`src/sv/hspe_pkg.sv`:
```
// Shared types, constants and the evaluation microprogram for the Hermite spline evaluator.
package hspe_pkg;

	// Input word: one load or evaluate item
	typedef struct packed {
		logic               kind;
		logic [5:0]         point_index;
		logic [15:0]        t_param;
		logic signed [31:0] pos_x;
		logic signed [31:0] pos_y;
		logic signed [31:0] pos_z;
		logic signed [31:0] vel_x;
		logic signed [31:0] vel_y;
		logic signed [31:0] vel_z;
	} in_word_t;

	// Output word: one evaluated point
	typedef struct packed {
		logic signed [31:0] out_x;
		logic signed [31:0] out_y;
		logic signed [31:0] out_z;
		logic               degenerate;
		logic               saturated;
	} out_word_t;

	// One control point table entry
	typedef struct packed {
		logic [15:0]        t;
		logic signed [31:0] px;
		logic signed [31:0] py;
		logic signed [31:0] pz;
		logic signed [31:0] vx;
		logic signed [31:0] vy;
		logic signed [31:0] vz;
	} entry_t;

	localparam int ENTRY_W  = $bits(entry_t);
	localparam int ACC_W    = 128;
	localparam int DIV_BITS = 104;
	localparam int MUL_BITS = 17;

	localparam logic KIND_LOAD = 1'b0;
	localparam logic KIND_EVAL = 1'b1;

	localparam logic [15:0] ONE_Q15 = 16'd32768;

	// Datapath micro-operations
	typedef enum logic [2:0] {
		OP_NOP    = 3'd0,
		OP_LOAD   = 3'd1,
		OP_MUL    = 3'd2,
		OP_SAVE   = 3'd3,
		OP_XCHG   = 3'd4,
		OP_ADDSAV = 3'd5,
		OP_SETD   = 3'd6,
		OP_DIV    = 3'd7
	} op_t;

	// Operand sources (load value or multiply addend)
	typedef enum logic [3:0] {
		SRC_ZERO = 4'd0,
		SRC_H    = 4'd1,
		SRC_V10  = 4'd2,
		SRC_K2   = 4'd3,
		SRC_NV   = 4'd4,
		SRC_K3   = 4'd5,
		SRC_V0   = 4'd6,
		SRC_P0S  = 4'd7,
		SRC_SAV  = 4'd8
	} src_t;

	typedef struct packed {
		op_t  op;
		src_t src;
		logic m_tx;
	} uop_t;

	// Output register source
	typedef enum logic [1:0] {
		OSEL_CALC = 2'd0,
		OSEL_E0   = 2'd1,
		OSEL_LAST = 2'd2
	} osel_t;

	// Controller to datapath
	typedef struct packed {
		logic       we;
		logic       cap_t;
		logic       cap_e0;
		logic       cap_e1;
		logic       run;
		uop_t       uop;
		logic [1:0] coord;
		logic       out_load;
		osel_t      out_sel;
	} cmd_t;

	// Datapath to controller
	typedef struct packed {
		logic busy;
		logic t_over;
		logic t_gt_rd;
		logic h_zero;
	} sts_t;

	localparam logic [4:0] PC_BODY = 5'd4;
	localparam logic [4:0] PC_LAST = 5'd22;

	function automatic uop_t mk_uop(input op_t o, input src_t s, input logic m);
		uop_t u;
		u.op   = o;
		u.src  = s;
		u.m_tx = m;
		return u;
	endfunction

	// Prelude builds h^3 once per segment; the body runs once per coordinate.
	// N = tx^2*(X*tx + h*Y) + h^3*(v0*tx + p0<<15)
	function automatic uop_t prog_uop(input logic [4:0] pc);
		uop_t u;
		case (pc)
			5'd0:    u = mk_uop(OP_LOAD,   SRC_H,    1'b0);
			5'd1:    u = mk_uop(OP_MUL,    SRC_ZERO, 1'b0);
			5'd2:    u = mk_uop(OP_MUL,    SRC_ZERO, 1'b0);
			5'd3:    u = mk_uop(OP_SETD,   SRC_ZERO, 1'b0);
			5'd4:    u = mk_uop(OP_LOAD,   SRC_V10,  1'b0);
			5'd5:    u = mk_uop(OP_MUL,    SRC_K2,   1'b0);
			5'd6:    u = mk_uop(OP_SAVE,   SRC_ZERO, 1'b0);
			5'd7:    u = mk_uop(OP_LOAD,   SRC_NV,   1'b0);
			5'd8:    u = mk_uop(OP_MUL,    SRC_K3,   1'b0);
			5'd9:    u = mk_uop(OP_MUL,    SRC_ZERO, 1'b0);
			5'd10:   u = mk_uop(OP_XCHG,   SRC_ZERO, 1'b0);
			5'd11:   u = mk_uop(OP_MUL,    SRC_SAV,  1'b1);
			5'd12:   u = mk_uop(OP_MUL,    SRC_ZERO, 1'b1);
			5'd13:   u = mk_uop(OP_MUL,    SRC_ZERO, 1'b1);
			5'd14:   u = mk_uop(OP_SAVE,   SRC_ZERO, 1'b0);
			5'd15:   u = mk_uop(OP_LOAD,   SRC_V0,   1'b0);
			5'd16:   u = mk_uop(OP_MUL,    SRC_P0S,  1'b1);
			5'd17:   u = mk_uop(OP_MUL,    SRC_ZERO, 1'b0);
			5'd18:   u = mk_uop(OP_MUL,    SRC_ZERO, 1'b0);
			5'd19:   u = mk_uop(OP_MUL,    SRC_ZERO, 1'b0);
			5'd20:   u = mk_uop(OP_ADDSAV, SRC_ZERO, 1'b0);
			5'd21:   u = mk_uop(OP_DIV,    SRC_ZERO, 1'b0);
			default: u = mk_uop(OP_NOP,    SRC_ZERO, 1'b0);
		endcase
		return u;
	endfunction

endpackage

```
`src/sv/hspe_ctrl.sv`:
```
// Controller: handshakes, point count register, segment search and microprogram sequencing.
module hspe_ctrl #(
	parameter int MAX_POINTS = 64
) (
	input  logic                 clk,
	input  logic                 arst_n,
	input  logic                 in_valid,
	output logic                 in_ready,
	input  logic                 in_kind,
	input  logic [5:0]           in_index,
	output logic                 out_valid,
	input  logic                 out_ready,
	input  logic                 cfg_we,
	input  logic [6:0]           cfg_data,
	input  hspe_pkg::sts_t       sts,
	output hspe_pkg::cmd_t       cmd,
	output logic [$clog2(MAX_POINTS)-1:0] raddr
);

	localparam int AW = $clog2(MAX_POINTS);

	typedef enum logic [11:0] {
		S_IDLE  = 12'b000000000001,
		S_CHK   = 12'b000000000010,
		S_LCAP  = 12'b000000000100,
		S_SRD   = 12'b000000001000,
		S_SCMP  = 12'b000000010000,
		S_F0    = 12'b000000100000,
		S_F1    = 12'b000001000000,
		S_F2    = 12'b000010000000,
		S_HCHK  = 12'b000100000000,
		S_ISSUE = 12'b001000000000,
		S_WAIT  = 12'b010000000000,
		S_OUT   = 12'b100000000000
	} state_t;

	state_t        state_q, state_n;
	logic [6:0]    point_count_q;
	logic [AW-1:0] seg_q;
	logic [4:0]    pc_q;
	logic [1:0]    coord_q;
	logic [AW:0]   n_use;
	logic [AW-1:0] last_idx;
	logic          in_acc, seg_more, idx_ok;

	// Point count, clamped to the table
	always_comb begin
		if (int'(point_count_q) < 2) begin
			n_use = (AW+1)'(2);
		end else if (int'(point_count_q) > MAX_POINTS) begin
			n_use = (AW+1)'(MAX_POINTS);
		end else begin
			n_use = (AW+1)'(point_count_q);
		end
	end
	assign last_idx = AW'(n_use - (AW+1)'(1));
	assign seg_more = ({1'b0, seg_q} + (AW+1)'(2)) < n_use;
	assign idx_ok   = int'(in_index) < MAX_POINTS;

	assign in_ready = state_q == S_IDLE;
	assign in_acc   = in_valid && in_ready;

	// Table read address
	always_comb begin
		unique case (state_q)
			S_CHK:         raddr = last_idx;
			S_SRD, S_F1:   raddr = seg_q + AW'(1);
			default:       raddr = seg_q;
		endcase
	end

	// Commands and next state
	always_comb begin
		state_n      = state_q;
		cmd.we       = in_acc && (in_kind == hspe_pkg::KIND_LOAD) && idx_ok;
		cmd.cap_t    = in_acc && (in_kind == hspe_pkg::KIND_EVAL);
		cmd.cap_e0   = 1'b0;
		cmd.cap_e1   = 1'b0;
		cmd.run      = 1'b0;
		cmd.uop      = hspe_pkg::prog_uop(pc_q);
		cmd.coord    = coord_q;
		cmd.out_load = 1'b0;
		cmd.out_sel  = hspe_pkg::OSEL_CALC;
		unique case (state_q)
			S_IDLE: begin
				if (in_acc && in_kind == hspe_pkg::KIND_EVAL) begin
					state_n = S_CHK;
				end
			end
			S_CHK:  state_n = sts.t_over ? S_LCAP : S_SRD;
			S_LCAP: begin
				cmd.cap_e1  = 1'b1;
				state_n     = S_OUT;
			end
			S_SRD:  state_n = seg_more ? S_SCMP : S_F0;
			S_SCMP: state_n = sts.t_gt_rd ? S_SRD : S_F0;
			S_F0:   state_n = S_F1;
			S_F1: begin
				cmd.cap_e0 = 1'b1;
				state_n    = S_F2;
			end
			S_F2: begin
				cmd.cap_e1 = 1'b1;
				state_n    = S_HCHK;
			end
			S_HCHK: state_n = sts.h_zero ? S_OUT : S_ISSUE;
			S_ISSUE: begin
				cmd.run = 1'b1;
				state_n = S_WAIT;
			end
			S_WAIT: begin
				if (!sts.busy) begin
					if (pc_q == hspe_pkg::PC_LAST && coord_q == 2'd2) begin
						state_n = S_OUT;
					end else begin
						state_n = S_ISSUE;
					end
				end
			end
			S_OUT: begin
				cmd.out_sel = sts.t_over ? hspe_pkg::OSEL_LAST :
				              (sts.h_zero ? hspe_pkg::OSEL_E0 : hspe_pkg::OSEL_CALC);
				if (!out_valid || out_ready) begin
					cmd.out_load = 1'b1;
					state_n      = S_IDLE;
				end
			end
			default: state_n = S_IDLE;
		endcase
	end

	// Control registers
	always_ff @(posedge clk or negedge arst_n) begin
		if (!arst_n) begin
			state_q       <= S_IDLE;
			point_count_q <= 7'd2;
			seg_q         <= '0;
			pc_q          <= '0;
			coord_q       <= '0;
			out_valid     <= 1'b0;
		end else begin
			state_q <= state_n;
			if (cfg_we) begin
				point_count_q <= cfg_data;
			end
			if (state_q == S_CHK) begin
				seg_q <= '0;
			end else if (state_q == S_SCMP && sts.t_gt_rd) begin
				seg_q <= seg_q + AW'(1);
			end
			if (state_q == S_HCHK) begin
				pc_q    <= '0;
				coord_q <= '0;
			end else if (state_q == S_WAIT && !sts.busy) begin
				if (pc_q == hspe_pkg::PC_LAST) begin
					pc_q    <= hspe_pkg::PC_BODY;
					coord_q <= coord_q + 2'd1;
				end else begin
					pc_q <= pc_q + 5'd1;
				end
			end
			if (cmd.out_load) begin
				out_valid <= 1'b1;
			end else if (out_ready) begin
				out_valid <= 1'b0;
			end
		end
	end

	// Table is written only between evaluations
	a_we_idle: assert property (@(posedge clk) disable iff (!arst_n)
		cmd.we |-> state_q == S_IDLE)
		else $error("table write outside idle");

	// No micro-op issued while the datapath is still working
	a_run_free: assert property (@(posedge clk) disable iff (!arst_n)
		cmd.run |-> !sts.busy)
		else $error("micro-op issued while busy");

	// The final micro-op of the third coordinate leads to the output state
	a_prog_end: assert property (@(posedge clk) disable iff (!arst_n)
		(state_q == S_WAIT && !sts.busy && pc_q == hspe_pkg::PC_LAST && coord_q == 2'd2)
		|=> state_q == S_OUT)
		else $error("program end did not reach output");

	// Loading the output raises valid and frees the input side
	a_out_load: assert property (@(posedge clk) disable iff (!arst_n)
		cmd.out_load |=> out_valid && state_q == S_IDLE)
		else $error("output load did not complete");

endmodule

```
`config.mk`:
```
export PLATFORM = sky130hd
export DESIGN_NAME = hspe_ctrl
export DESIGN_NICKNAME = d
export VERILOG_FILES = /design/src/sv/hspe_pkg.sv /design/src/sv/hspe_ctrl.sv
export SDC_FILE = /design/constraint.sdc
export NUM_CORES = 1
export LEC_CHECK = 0
export BUFFER_PORTS_ARGS = -buffer_cell sky130_fd_sc_hd__buf_2
export CORE_MARGIN = 3
export CORE_UTILIZATION = 50
export CTS_BUF_LIST = sky130_fd_sc_hd__clkbuf_8
export DETAILED_ROUTE_END_ITERATION = 8
export PLACE_DENSITY = 0.73
export SLEW_MARGIN = 0
export SYNTH_ARGS = -nofsm -noshare
export SYNTH_HDL_FRONTEND = slang
export SYNTH_SLANG_ARGS = --single-unit
```
`constraint.sdc`:
```
create_clock -name clk -period 2.6 [get_ports clk]
set_input_delay 0.26 -clock clk [delete_from_list [all_inputs] [get_ports clk]]
set_output_delay 0.26 -clock clk [all_outputs]
set_load 0.02 [all_outputs]
```
==> impl_results.md <==
* Status: complete, but fails checks
* Failing checks: setup timing
* CTS Sinks at 33
* Worst path buffer plus inverter count at 1
* Final Net Count at 399
* Most frequent cells in the layout: buf_2 (40), nor2_1 (34), nand2_1 (33)
* Number of synthesized flops with an enable pin at 0
* CTS tree: built
* Post-route insts no fill at 426
* Clock Path Buffers at 2
* Syn_nets at around 350
* CP endpoint kind: output port
* Iteration-0 DRC count of the detailed router at 130
* Setup violations, final at 3
* Number of global-route vias before repair at approximately 2200
* I/O pin cnt at 49
* Max-slew headroom at 50.8%
* Multi-input logic area at 1650 um^2
* Minimum clock period at 2.64 ns
* Synth Area per Inst at 8.42 um^2
* Post-synth top flop: dfrtp_1
* Hold/Removal Path Class: primary input to async pin
* Hold-fix buffers, CTS at 0
* Placed instance count at 415
* Mux share of post-synthesis cell area at 4.70%
* DR vias at 2463
* GR met2 Demand/Resource at roughly a third
* Core Area at 4850 um^2
* Final Cycle Share at 101%
* Warnings from Yosys at 0
* Crit-path max cell delay at 0.54 ns
* Sequential standard cell area at 828 um^2
* Largest family of logic cells by synthesized area: simple AND/OR/NAND/NOR gates
* Met3 GRT Util at 3.48%
* Max Clk Rate at 379 MHz
* Initial core utilization at 53.3%
* Met1 GRT Util at 27.0%
* Cell variety after synth at 55
* Clock root buffer: clkbuf_8
* Post-Synth Simple-Gate Area at 28.0%
* Cell Area, Synth at 2580 um^2
* Worst setup SP type: flip-flop
* Final-report hold violation count at 0
* Crit Path Category: flip-flop to output port
* H-tree depth at 2
* R2R setup slack at around 0.32 ns
* Mapped Cells at 307
* Worst clock skew at 0.00597 ns
* FFs w/ async S/R, synth at 100%
* # fillers at 428
* Core Util, Final at 63.4%
* Top cell by count, worst path: or4_4
* Worst EP required at 2.34 ns
* DR DRC count at 0
* TritonCTS Buffers at 5
* Crit path cell chain: or4_4, or4_4, a21o_4, a221o_1, buf_6
* Final WL at 6090 um
* Largest net degree at the start of global routing at 34
* Tightest Pin Transition at 0.738 ns
* RSZ-0062 raised after global routing: true
* First-pass GRT wire length at 10000 um
* Antenna-violating nets left at 0
* Max Slew Vio Count at 0
* PortBufs at 42
* 1st-pass router iterations at 4
* WP depth at 5
* Max VDD drop at around 380 uV
* Final WS setup at -0.0366 ns
* Synth Register Bits at 33
* Most Crowded Layer GR: met2
* CP top delay family: simple AND/OR/NAND/NOR gates
* WP data arrival at 2.38 ns
* Core Rows at 25
* Leak at 1.43 nW
* Design Power at 1.41 mW
* GRT Util Overall at 20.5%
* Synth Area in Compound Gates at 17.2%
* Initial antenna violation count at 0
* P&R area growth vs syn at 18.9%
* Die W at 77.9 um
* # diodes at 0
* Clock transition at the registers of the reported paths at 0.07 ns
* Die H at 77.9 um
* Crit-path slowest cell: or4_4
* Number of max-cap violations at 0
* Die area at 6070 um^2
* Routability Congestion at 0.832
* Crit Path Max Fanout at 7
* Post-Synth XOR/XNOR Area at ~3.4%
* Drt wl/cell at 14.3 um
* Register area share after synthesis at 32.1%
* Worst Hold Slack at about 0.029 ns
* Power Dens Cells at ~460 nW/um^2
* Share of layout cells above drive strength 1 at between 20% and 30%
* Pre-CTS WS at 0.162 ns
* Clock latency on the worst-skew pair at 0.29 ns
* Reg2reg path depth at 9
* Global route total overflow at 0
* Vias/cell at 5.78
* HPWL after detailed placement at 4450 um
* Commonest non-fill, non-tap cell in the layout: buf_2
* Adder-Cell Fraction of Synth Area at 8.72%
-- metal layers --
layer	share of wire, %	vias up
met5	0	-
met1	45	1161
met4	1.2	0
li1	-	1218
met3	5.5	7
met2	48	77
-- cell usage after synthesis, types with 3 or more instances --
| library cell | n | area share, % |
|---|---|---|
| o311ai_0 | 4 | 1.4 |
| and4b_1 | 3 | 1.2 |
| inv_1 | 13 | 1.9 |
| o21ai_0 | 25 | 4.8 |
| nor3_1 | 11 | 2.1 |
| buf_6 | 4 | 1.7 |
| ha_1 | 18 | 8.7 |
| nand4_1 | 6 | 1.5 |
| xnor2_1 | 6 | 2.0 |
| mux2_2 | 7 | 3.1 |
| nor2b_1 | 6 | 1.5 |
| nor4_1 | 4 | 0.97 |
| xor2_1 | 4 | 1.4 |
| nor4b_1 | 3 | 1.0 |
| or2_2 | 3 | 0.73 |
| nand3_1 | 10 | 1.9 |
| or3_1 | 3 | 0.73 |
| nor2_1 | 34 | 4.9 |
| nand2_1 | 33 | 4.8 |
| buf_2 | 3 | 0.58 |
| or4b_2 | 4 | 1.5 |
| clkbuf_1 | 11 | 1.6 |
| o31ai_1 | 4 | 1.2 |
| a21oi_1 | 14 | 2.7 |
| dfrtp_1 | 31 | 30 |
-- stage by stage --
step / setup TNS, ns / instance area, um^2
5_1_grt: -0.408 / 3070
2_1_floorplan: 0 / 2580
3_5_place_dp: 0 / 2900
4_1_cts: -0.105 / 3010
6_report: -0.0847 / 3070
3_3_place_gp: 0 / 2900
-- sequential cells by signal (all words and copies together) (netlist names) --
| signal | flops |
|---|---|
| coord_q | 2 |
| out_valid | 1 |
| pc_q | 5 |
| point_count_q | 7 |
| seg_q | 6 |
| state_q | 12 |
-- worst paths after layout --
path / from / to
setup / recovery: state_q[5]$_DFFE_PN0P_ / raddr[0]
hold / removal: arst_n / seg_q[4]$_DFFE_PN0P_
setup reg to reg: point_count_q[2]$_DFFE_PN0P_ / state_q[5]$_DFFE_PN0P_
hold reg to reg: coord_q[1]$_DFFE_PN0P_ / coord_q[1]$_DFFE_PN0P_
max in group asynchronous: arst_n / state_q[10]$_DFFE_PN0P_
min in group clk: cfg_data[6] / point_count_q[6]$_DFFE_PN0P_
-- where the power goes --
part           internal [mW]  switching [mW]  total [mW]
combinational          0.185           0.240       0.426
sequential             0.548          0.0491       0.597
clock                  0.185           0.198       0.383
-- layout make-up --
type	instances	area share, %
Inverter	14	1.71
Tap cell	67	2.73
Multi-Input combinational cell	242	53.8
Timing Repair Buffer	62	12.0
Clock buffer	5	2.24
Clock inverter	3	0.570
Sequential cell	33	27.0
-- logic make-up (layout without fill, tap and decap cells) --
| group | count (synthesis) | in the layout |
|---|---|---|
| AND/OR/NAND/NOR | 135 | 135 |
| adder cells (fa/ha/maj) | 18 | 18 |
| flip-flops | 33 | 33 |
| AO/OA/AOI/OAI | 69 | 69 |
| buffers and inverters | 32 | 84 |
| XOR/XNOR | 10 | 10 |
| multiplexers | 10 | 10 |
-- repair_timing --
item	in CTS	in global routing
pin swaps	3	3
endpoints found under the setup margin	6	6
resized for setup	7	12
setup buffers	1	2
Note: power is estimated with default switching activity, not from simulation.
